`src/mpq_pkg.sv`:
```
// Shared types and codes for the minimum priority queue.
package mpq_pkg;

  localparam int VALUE_W = 32;
  localparam int OCC_W   = 4;

  localparam logic KIND_INSERT = 1'b0;
  localparam logic KIND_REMOVE = 1'b1;

  typedef enum logic [1:0] {
    ST_OK    = 2'd0,
    ST_FULL  = 2'd1,
    ST_EMPTY = 2'd2
  } status_t;

  typedef enum logic [1:0] {
    OP_HOLD   = 2'd0,
    OP_INSERT = 2'd1,
    OP_REMOVE = 2'd2
  } op_t;

  // broadcast to every cell
  typedef struct packed {
    op_t                        op;
    logic signed [VALUE_W-1:0]  value;
  } cell_cmd_t;

  // what a cell shows its neighbours
  typedef struct packed {
    logic                       occ;
    logic                       place;
    logic signed [VALUE_W-1:0]  value;
  } cell_link_t;

endpackage

```
`src/mpq_req_if.sv`:
```
// Request and result channel interfaces of the minimum priority queue.
interface mpq_req_if;
  logic               valid;
  logic               ready;
  logic               kind;
  logic signed [31:0] value;

  modport source (output valid, kind, value, input ready);
  modport sink   (input valid, kind, value, output ready);
endinterface

interface mpq_rsp_if;
  logic               valid;
  logic               ready;
  logic [1:0]         status;
  logic signed [31:0] removed_value;
  logic [3:0]         occupancy;

  modport source (output valid, status, removed_value, occupancy, input ready);
  modport sink   (input valid, status, removed_value, occupancy, output ready);
endinterface

```
`src/min_priority_queue.sv`:
```
// Top level of the minimum priority queue: sorted row of cells plus result register.
//
//   channel  modport  payload                              role
//   req      sink     kind, value                          insert / remove request
//   rsp      source   status, removed_value, occupancy     one result per request
//
// One request is taken per cycle while req.ready is high; its result is registered and shows in the cycle after.
// The cells keep entries sorted, smallest in cell 0, so insert and remove are one step.
// Reset (rst, synchronous) empties every cell and drops any pending result.
// req.ready falls only while a result is held and rsp.ready is low.
module min_priority_queue import mpq_pkg::*; #(
  parameter int DEPTH = 8
) (
  input  logic        clk,
  input  logic        rst,
  mpq_req_if.sink     req,
  mpq_rsp_if.source   rsp
);

  localparam int CNT_W = $clog2(DEPTH + 1);

  cell_cmd_t               cmd;
  cell_link_t              links [DEPTH];
  cell_link_t              edge_left;
  cell_link_t              edge_right;
  logic                    accept;
  logic                    full;
  logic                    empty;
  logic [CNT_W-1:0]        count;
  logic [CNT_W-1:0]        count_next;
  logic [CNT_W+OCC_W-1:0]  count_ext;
  logic                    rsp_valid;
  status_t                 status;
  status_t                 status_next;
  logic signed [VALUE_W-1:0] removed_value;
  logic signed [VALUE_W-1:0] removed_next;
  logic [OCC_W-1:0]        occupancy;

  assign req.ready = !rsp_valid || rsp.ready;
  assign accept    = req.valid && req.ready;
  assign full      = links[DEPTH-1].occ;
  assign empty     = !links[0].occ;

  assign edge_left  = '{occ: 1'b0, place: 1'b0, value: '0};
  assign edge_right = '{occ: 1'b0, place: 1'b1, value: '0};

  always_comb begin
    cmd.value    = req.value;
    cmd.op       = OP_HOLD;
    status_next  = ST_OK;
    removed_next = '0;
    count_next   = count;
    if (req.kind == KIND_INSERT) begin
      if (full) begin
        status_next = ST_FULL;
      end else begin
        cmd.op     = OP_INSERT;
        count_next = count + CNT_W'(1);
      end
    end else begin
      if (empty) begin
        status_next = ST_EMPTY;
      end else begin
        cmd.op       = OP_REMOVE;
        removed_next = links[0].value;
        count_next   = count - CNT_W'(1);
      end
    end
    if (!accept) begin
      cmd.op = OP_HOLD;
    end
  end

  for (genvar i = 0; i < DEPTH; i++) begin : g_cell
    mpq_cell u_cell (
      .clk   (clk),
      .rst   (rst),
      .cmd   (cmd),
      .left  ((i == 0) ? edge_left : links[(i == 0) ? 0 : i - 1]),
      .right ((i == DEPTH - 1) ? edge_right : links[(i == DEPTH - 1) ? i : i + 1]),
      .link  (links[i])
    );
  end

  assign count_ext = {{OCC_W{1'b0}}, count_next};

  always_ff @(posedge clk) begin
    if (rst) begin
      count     <= '0;
      rsp_valid <= 1'b0;
    end else begin
      if (accept) begin
        count     <= count_next;
        rsp_valid <= 1'b1;
      end else if (rsp.ready) begin
        rsp_valid <= 1'b0;
      end
    end
  end

  always_ff @(posedge clk) begin
    if (accept) begin
      status        <= status_next;
      removed_value <= removed_next;
      occupancy     <= count_ext[OCC_W-1:0];
    end
  end

  assign rsp.valid         = rsp_valid;
  assign rsp.status        = status;
  assign rsp.removed_value = removed_value;
  assign rsp.occupancy     = occupancy;

endmodule

```
`src/mpq_cell.sv`:
```
// One cell of the sorted queue: holds one entry, shifts with its neighbours.
module mpq_cell import mpq_pkg::*; (
  input  logic       clk,
  input  logic       rst,
  input  cell_cmd_t  cmd,
  input  cell_link_t left,
  input  cell_link_t right,
  output cell_link_t link
);

  logic                      occ;
  logic signed [VALUE_W-1:0] value;
  logic                      occ_next;
  logic signed [VALUE_W-1:0] value_next;
  logic                      place;

  // new value belongs here or further left; empty cells count as +inf
  assign place = !occ || (cmd.value < value);

  always_comb begin
    occ_next   = occ;
    value_next = value;
    unique case (cmd.op)
      OP_INSERT: begin
        if (left.place) begin
          occ_next   = left.occ;
          value_next = left.value;
        end else if (place) begin
          occ_next   = 1'b1;
          value_next = cmd.value;
        end
      end
      OP_REMOVE: begin
        occ_next   = right.occ;
        value_next = right.value;
      end
      default: begin
      end
    endcase
  end

  always_ff @(posedge clk) begin
    if (rst) begin
      occ <= 1'b0;
    end else begin
      occ <= occ_next;
    end
  end

  always_ff @(posedge clk) begin
    value <= value_next;
  end

  assign link = '{occ: occ, place: place, value: value};

endmodule
```
`src/flat_wrapper.sv`:
```
// flat-port wrapper written by rule: the top's interface ports become plain ports
module min_priority_queue_flat import mpq_pkg::*;
#(
  parameter int DEPTH = 8
)
  (clk, rst, req_valid, req_kind, req_value, req_ready, rsp_valid, rsp_status, rsp_removed_value, rsp_occupancy, rsp_ready);
  mpq_req_if req_i ();
  mpq_rsp_if rsp_i ();
  input  logic clk;
  input  logic rst;
  input wire logic [$bits(req_i.valid)-1:0] req_valid;
  input wire logic [$bits(req_i.kind)-1:0] req_kind;
  input wire logic [$bits(req_i.value)-1:0] req_value;
  output wire logic [$bits(req_i.ready)-1:0] req_ready;
  output wire logic [$bits(rsp_i.valid)-1:0] rsp_valid;
  output wire logic [$bits(rsp_i.status)-1:0] rsp_status;
  output wire logic [$bits(rsp_i.removed_value)-1:0] rsp_removed_value;
  output wire logic [$bits(rsp_i.occupancy)-1:0] rsp_occupancy;
  input wire logic [$bits(rsp_i.ready)-1:0] rsp_ready;
  assign req_i.valid = req_valid;
  assign req_i.kind = req_kind;
  assign req_i.value = req_value;
  assign req_ready = req_i.ready;
  assign rsp_valid = rsp_i.valid;
  assign rsp_status = rsp_i.status;
  assign rsp_removed_value = rsp_i.removed_value;
  assign rsp_occupancy = rsp_i.occupancy;
  assign rsp_i.ready = rsp_ready;
  min_priority_queue #(.DEPTH(DEPTH)) u_core (.clk(clk), .rst(rst), .req(req_i), .rsp(rsp_i));
endmodule
```
`config.mk`:
```
export PLATFORM = sky130hd
export DESIGN_NAME = min_priority_queue_flat
export DESIGN_NICKNAME = d
export VERILOG_FILES = /design/src/mpq_pkg.sv /design/src/mpq_req_if.sv /design/src/min_priority_queue.sv /design/src/mpq_cell.sv /design/src/flat_wrapper.sv
export SDC_FILE = /design/constraint.sdc
export NUM_CORES = 1
export LEC_CHECK = 0
export BUFFER_PORTS_ARGS = -buffer_cell sky130_fd_sc_hd__buf_2
export CAP_MARGIN = 30
export CORE_UTILIZATION = 40
export DETAILED_ROUTE_END_ITERATION = 10
export MAX_ROUTING_LAYER = met4
export PLACE_DENSITY = 0.56
export SLEW_MARGIN = 20
export SYNTH_ARGS = -nofsm -noshare
export SYNTH_HDL_FRONTEND = slang
export SYNTH_SLANG_ARGS = --single-unit
export TNS_END_PERCENT = 10
```
`constraint.sdc`:
```
create_clock -name clk -period 6.35 [get_ports clk]
set_clock_uncertainty 0.1 [all_clocks]
set_input_delay 0 -clock clk [delete_from_list [all_inputs] [get_ports clk]]
set_output_delay 0 -clock clk [all_outputs]
set_load 0.05 [all_outputs]
```
==> flow_summary.json, run 1 <==
{
  "p_switching_mw": 1.61,
  "cpMostUsedCell": "buf_4",
  "worstPathCellList": "inv_1 > ha_1 > a21oi_1 > o21ai_0 > a22o_1 > o41ai_1 > a31oi_4 > buf_4 > a21oi_4 > buf_4",
  "drtIter0Drc": 1680,
  "swShare_pct": 28.5,
  "area_growth_pct": 13.9,
  "cts_max_level": 2,
  "rsz0062_at_grt": "no",
  "synthTopCellsByArea": "edfxtp_1 (44%), ha_1 (14%), inv_1 (5.0%), a221o_1 (4.8%), nand2_1 (3.9%)",
  "die_height_um": 225,
  "fmax_ghz": 0.227,
  "synthArstFlopShare_pct": 0,
  "grt_max_degree": 172,
  "grt_pass1_wl_mm": 96.3,
  "status": "completed",
  "antenna_found_initial": 2,
  "slowest_stage": "o41ai_1",
  "grtUsageMet1_pct": 35.4,
  "clockBufferDepth": 3,
  "clk_latency_ps": 570,
  "clock-sinks": 307,
  "syn_inst": 1921,
  "met2_usage_pct": 39.0,
  "synth_most_common_cell": "edfxtp_1",
  "worstPathRequired_ps": 6440,
  "chipWidth_um": 225,
  "synth_ff_type": "edfxtp_1",
  "final.setup.tns_ps": 0,
  "track_usage_pct": 26.2,
  "dp_hpwl_mm": 43.6,
  "drc_errors": 0,
  "placed_area_mm2": 0.0210,
  "cts_tree": "built",
  "yosys_warnings": 0,
  "period_share_pct": 69.3,
  "slew-limit-headroom_pct": 29.6,
  "slowest_delay_ps": 660,
  "drive_gt1_share_pct": 11.0,
  "ys_seq_area_share_pct": 45.7,
  "ant_nets": 0,
  "use_met3_pct": 5.06,
  "drv_cap": 0,
  "wirelength_mm": 64.1,
  "n_fill_cell": 4598,
  "synth_area_mm2": 0.0199,
  "numCtsBuffers": 39,
  "wl_per_cell_um": 23.7,
  "power.share.clock_pct": 39.5,
  "die_area_mm2": 0.0506,
  "synth_common_cells": "edfxtp_1 (294), inv_1 (265), ha_1 (219)",
  "crit_family": "compound AO/OA/AOI/OAI gates",
  "grt_most_used_layer": "met2",
  "grt-ovfl-total": 0,
  "maxSlewViolCount": 0,
  "port_buffers": 76,
  "criticalPathCategory": "register to register",
  "hold_viol_final": 0,
  "p_comb_share_pct": 16.7,
  "synth_edf_count": 294,
  "routed-via-count": 15900,
  "reg2reg_slack_ps": 1950,
  "p_leak_nw": 9.82,
  "design_area_mm2": 0.0226,
  "cp_num_buf_inv": 3,
  "fin_hold_ws_ps": 252,
  "place.gp.congestion": 0.887,
  "synth_cell_types": 71,
  "path_clk_slew_ps": 60,
  "synth_top_area_share_pct": 44.4,
  "finalSetupViolCount": 0,
  "start_kind": "register",
  "syn_nets": 2177,
  "internal-power_mw": 4.05,
  "crit_arrival_ps": 4490,
  "viasPerCell": 5.88,
  "core_area_mm2": 0.0490,
  "firstDrtPassIters": 7,
  "ys_ff_latch": 307,
  "min_path_type": "input pin to register",
  "root_buffer": "clkbuf_16",
  "initial_core_util_pct": 40.6,
  "io-pin-count": 77,
  "worst_slew_pin_slew_ps": 1060,
  "finalCriticalPeriod_ps": 4400,
  "grt_pass1_vias": 15400,
  "rows": 81,
  "worstPathMaxFanout": 25,
  "synth_largest_area_cell": "edfxtp_1",
  "fin_nets": 2265,
  "seq_power_share_pct": 43.8,
  "seqCellArea_mm2": 0.00909,
  "multi_input_area_mm2": 0.00938,
  "avgSynthCellArea_um2": 10.3,
  "vdd_ir_drop_max_v": 0.000157,
  "p_per_area_mw_per_mm2": 250,
  "cp-end-kind": "register"
}
[state kept, by name (all words and copies together), names as in the netlist]
signal,flops
u_core.rsp.removed_value,32
u_core.g_cell.u_cell.occ,8
u_core.rsp.status,2
u_core.rsp.valid,1
u_core.rsp.occupancy,4
u_core.count,4
u_core.g_cell.u_cell.value,256
[cells in the final DEF, fill, tap and decap left out, types with 41 or more instances in the layout]
master and count:
ha_1 219, nand2_1 206, a21o_1 41, a221o_1 96, a21oi_1 87, nor2_1 120
inv_1 263, buf_2 76, o21ai_0 61, clkbuf_16 41, edfxtp_1 294, nand3_1 80
[metrics by stage]
| stage | setup WS [ps] | cells | util, % | power [mW] |
|---|---|---|---|---|
| floorplan | 1400 | 1921 | - | 3.09 |
| global placement | 1590 | 2587 | 42.6 | 3.40 |
| detailed placement | 2040 | 2594 | 42.9 | 3.43 |
| CTS | 2030 | 2702 | 46.2 | 5.67 |
| global route | 1860 | 2704 | 46.2 | 5.85 |
| finish | 1950 | 2704 | 46.2 | 5.66 |
[kinds of logic after synthesis]
| family | after synthesis | share of synthesized area, % |
|---|---|---|
| adder cells (fa/ha/maj) | 219 | 13.8 |
| buffers and inverters | 360 | 7.78 |
| flip-flops | 307 | 45.7 |
| XOR/XNOR | 5 | 0.220 |
| AO/OA/AOI/OAI | 457 | 18.2 |
| multiplexers | 34 | 1.71 |
| AND/OR/NAND/NOR | 539 | 12.6 |
[power by group through the flow]
stage               combinational [mW]  sequential, mW  clock (mW)
floorplan                        0.549            2.54           0
global placement                 0.883            2.51           0
detailed placement               0.917            2.51           0
CTS                              0.940            2.47        2.26
global route                      1.04            2.49        2.33
finish                           0.947            2.48        2.24
[routing by layer]
metal,routed length [um],part of all wire (%),vias up
met1,28400,44,7852
met4,2380,3.7,0
met5,0,0,-
met2,28100,44,669
li1,-,-,7273
met3,5160,8.1,119
[path summary, 6_finish.rpt]
| kind | from | cells after the start | end |
|---|---|---|---|
| setup / recovery | u_core.g_cell[1].u_cell.value[19] | 10 | u_core.g_cell[2].u_cell.value[17] |
| hold / removal | rst | 3 | u_core.count[0] |
| hold reg to reg | u_core.count[3] | 2 | u_core.count[3] |
| setup reg to reg | u_core.g_cell[1].u_cell.value[19] | 10 | u_core.g_cell[2].u_cell.value[17] |
[what timing repair did]
action,4_1_cts,5_1_grt
hold endpoints to repair,201,0
gates resized for setup,0,0
setup buffers,0,0
hold buffers,37,0
[cell type report]
cell class | count | share of cell area [%]
repair buffers | 142 | 4.79
clock buffers | 49 | 4.75
flip-flops and latches | 307 | 40.2
inverters | 265 | 4.39
clock inverters | 22 | 0.790
diodes | 1 | 0.0111
well taps | 664 | 3.67
multi-input cells | 1254 | 41.4
[worst register-to-register path, cell delays in order (launching register included)]
cell and delay [ps]:
edfxtp_1 410, inv_1 100, ha_1 250, a21oi_1 160, o21ai_0 220, a22o_1 320
o41ai_1 660, a31oi_4 500, buf_4 400, a21oi_4 370, buf_4 490
Note: power is estimated with default switching activity, not from simulation.
==> inputs of run 2 (changes only) <==
- clock period: 6.35 -> 4.6 ns (I/O delays scaled with it)
==> flow_summary.json, run 2 (synthesis gave the netlist of run 1 again) <==
{
  "final_common_cell": "edfxtp_1",
  "worst_slew_pin_slew_ps": 1150,
  "worstPathMaxFanout": 20,
  "routed-via-count": 16100,
  "rsz0062_at_grt": "no",
  "track_usage_pct": 26.9,
  "most-common-layout-cells": "edfxtp_1 (294), inv_1 (263), ha_1 (219), nand2_1 (207), nor2_1 (120)",
  "place.gp.congestion": 0.918,
  "core_area_mm2": 0.0490,
  "grt_pass1_wl_mm": 98.1,
  "design_area_mm2": 0.0227,
  "grt_max_degree": 201,
  "reg2reg_slack_ps": 360,
  "status": "completed",
  "grt-ovfl-total": 0,
  "numCtsBuffers": 38,
  "post_cts_resized": 0,
  "worstPathRequired_ps": 4700,
  "drtIter0Drc": 1614,
  "antenna_found_initial": 1,
  "vdd_ir_drop_max_v": 0.000217,
  "p_per_area_mw_per_mm2": 338,
  "grt_pass1_vias": 15700,
  "post_cts_buffers": 0,
  "clk_latency_ps": 560,
  "fin_hold_ws_ps": 229,
  "drive_gt1_share_pct": 11.8,
  "path_clk_slew_ps": 60,
  "cts_max_level": 2,
  "finalSetupViolCount": 0,
  "root_buffer": "clkbuf_16",
  "area_growth_pct": 14.2,
  "viasPerCell": 5.90,
  "fmax_ghz": 0.236,
  "firstDrtPassIters": 5,
  "wirelength_mm": 66.0,
  "initial_core_util_pct": 40.6,
  "min_path_type": "input pin to register",
  "die_height_um": 225,
  "period_share_pct": 92.2,
  "cp-end-kind": "register",
  "finalCriticalPeriod_ps": 4240,
  "ant_nets": 0,
  "die_area_mm2": 0.0506,
  "p_leak_nw": 9.86,
  "wl_per_cell_um": 24.3,
  "worst_slack_ps": 359,
  "placed_area_mm2": 0.0211,
  "clockBufferDepth": 3,
  "largest-register": "u_core.g_cell.u_cell.value",
  "slew-limit-headroom_pct": 23.3,
  "criticalPathCategory": "register to register",
  "dp_slack_ps": 517,
  "largest_reg_flops": 256,
  "port_buffers": 76,
  "drv_cap": 0,
  "crit_arrival_ps": 4340,
  "reg_top3": "u_core.g_cell.u_cell.value x256, u_core.rsp.removed_value x32, u_core.g_cell.u_cell.occ x8",
  "chipWidth_um": 225,
  "final.setup.tns_ps": 0,
  "rr_worst_depth": 11,
  "rows": 81,
  "clock-sinks": 307,
  "start_kind": "register",
  "holdBufCountCts": 37,
  "io-pin-count": 77,
  "hold_viol_final": 0,
  "maxSlewViolCount": 0,
  "fin_nets": 2283,
  "hold_depth": 3,
  "dp_hpwl_mm": 44.8,
  "drc_errors": 0,
  "cts_tree": "built"
}
run 2: cell types whose count changed in the layout (fill, tap and decap cells not counted), moves of 2 or more:
cell        change
buf_12          +4
clkbuf_8        -2
clkbuf_16       -2
buf_4          +20
buf_16          -3
clkinvlp_4      +2
clkinv_1        -3
a2111oi_0       -2
run 2: layer usage:
| layer | global-route usage (%) | routed length (um) |
|---|---|---|
| met1 | 36.4 | 29100 |
| met2 | 40.5 | 29400 |
| met3 | 3.58 | 4840 |
| met4 | 11.1 | 2650 |
| met5 | - | 0 |
run 2: through the flow:
| step | utilization, % | std cells | power [mW] |
|---|---|---|---|
| final | 46.3 | 2719 | 7.66 |
| after global routing | 46.3 | 2719 | 7.93 |
| after CTS | 46.3 | 2717 | 7.69 |
| after detailed placement | 43.2 | 2613 | 4.76 |
| after global placement | 43.1 | 2613 | 4.73 |
| after floorplan | - | 1921 | 4.26 |
run 2: layout make-up:
class	instances	area, um2
flip-flops and latches	307	9090
clock inverters	22	166
diodes	1	2.50
repair buffers	161	1220
clock buffers	45	998
multi-input cells	1254	9380
fillers	4571	26300
well taps	664	831
inverters	265	995
run 2: path summary, 6_finish.rpt:
check	startpoint	to
worst max-delay path	u_core.g_cell[0].u_cell.value[31]	u_core.g_cell[0].u_cell.value[14]
worst min-delay path	rst	u_core.count[0]
worst max register to register	u_core.g_cell[0].u_cell.value[31]	u_core.g_cell[0].u_cell.value[14]
worst min register to register	u_core.count[3]	u_core.count[3]
run 2: critical path, stage by stage (launching register included):
cell and delay (ps):
edfxtp_1 340, inv_1 70, ha_1 410, nand4_1 170, nor4_1 790, a221oi_1 210
and3b_1 250, o31ai_4 220, buf_4 370, nand2_1 120, nand2_2 350, buf_4 440
run 2: where the power goes:
part / total, mW / leakage [nW] / internal [mW] / switching [mW]
clock: 2.91 / 0.567 / 1.66 / 1.24
sequential: 3.41 / 2.90 / 3.30 / 0.108
combinational: 1.35 / 6.40 / 0.476 / 0.870
total: 7.66 / 9.86 / 5.44 / 2.22
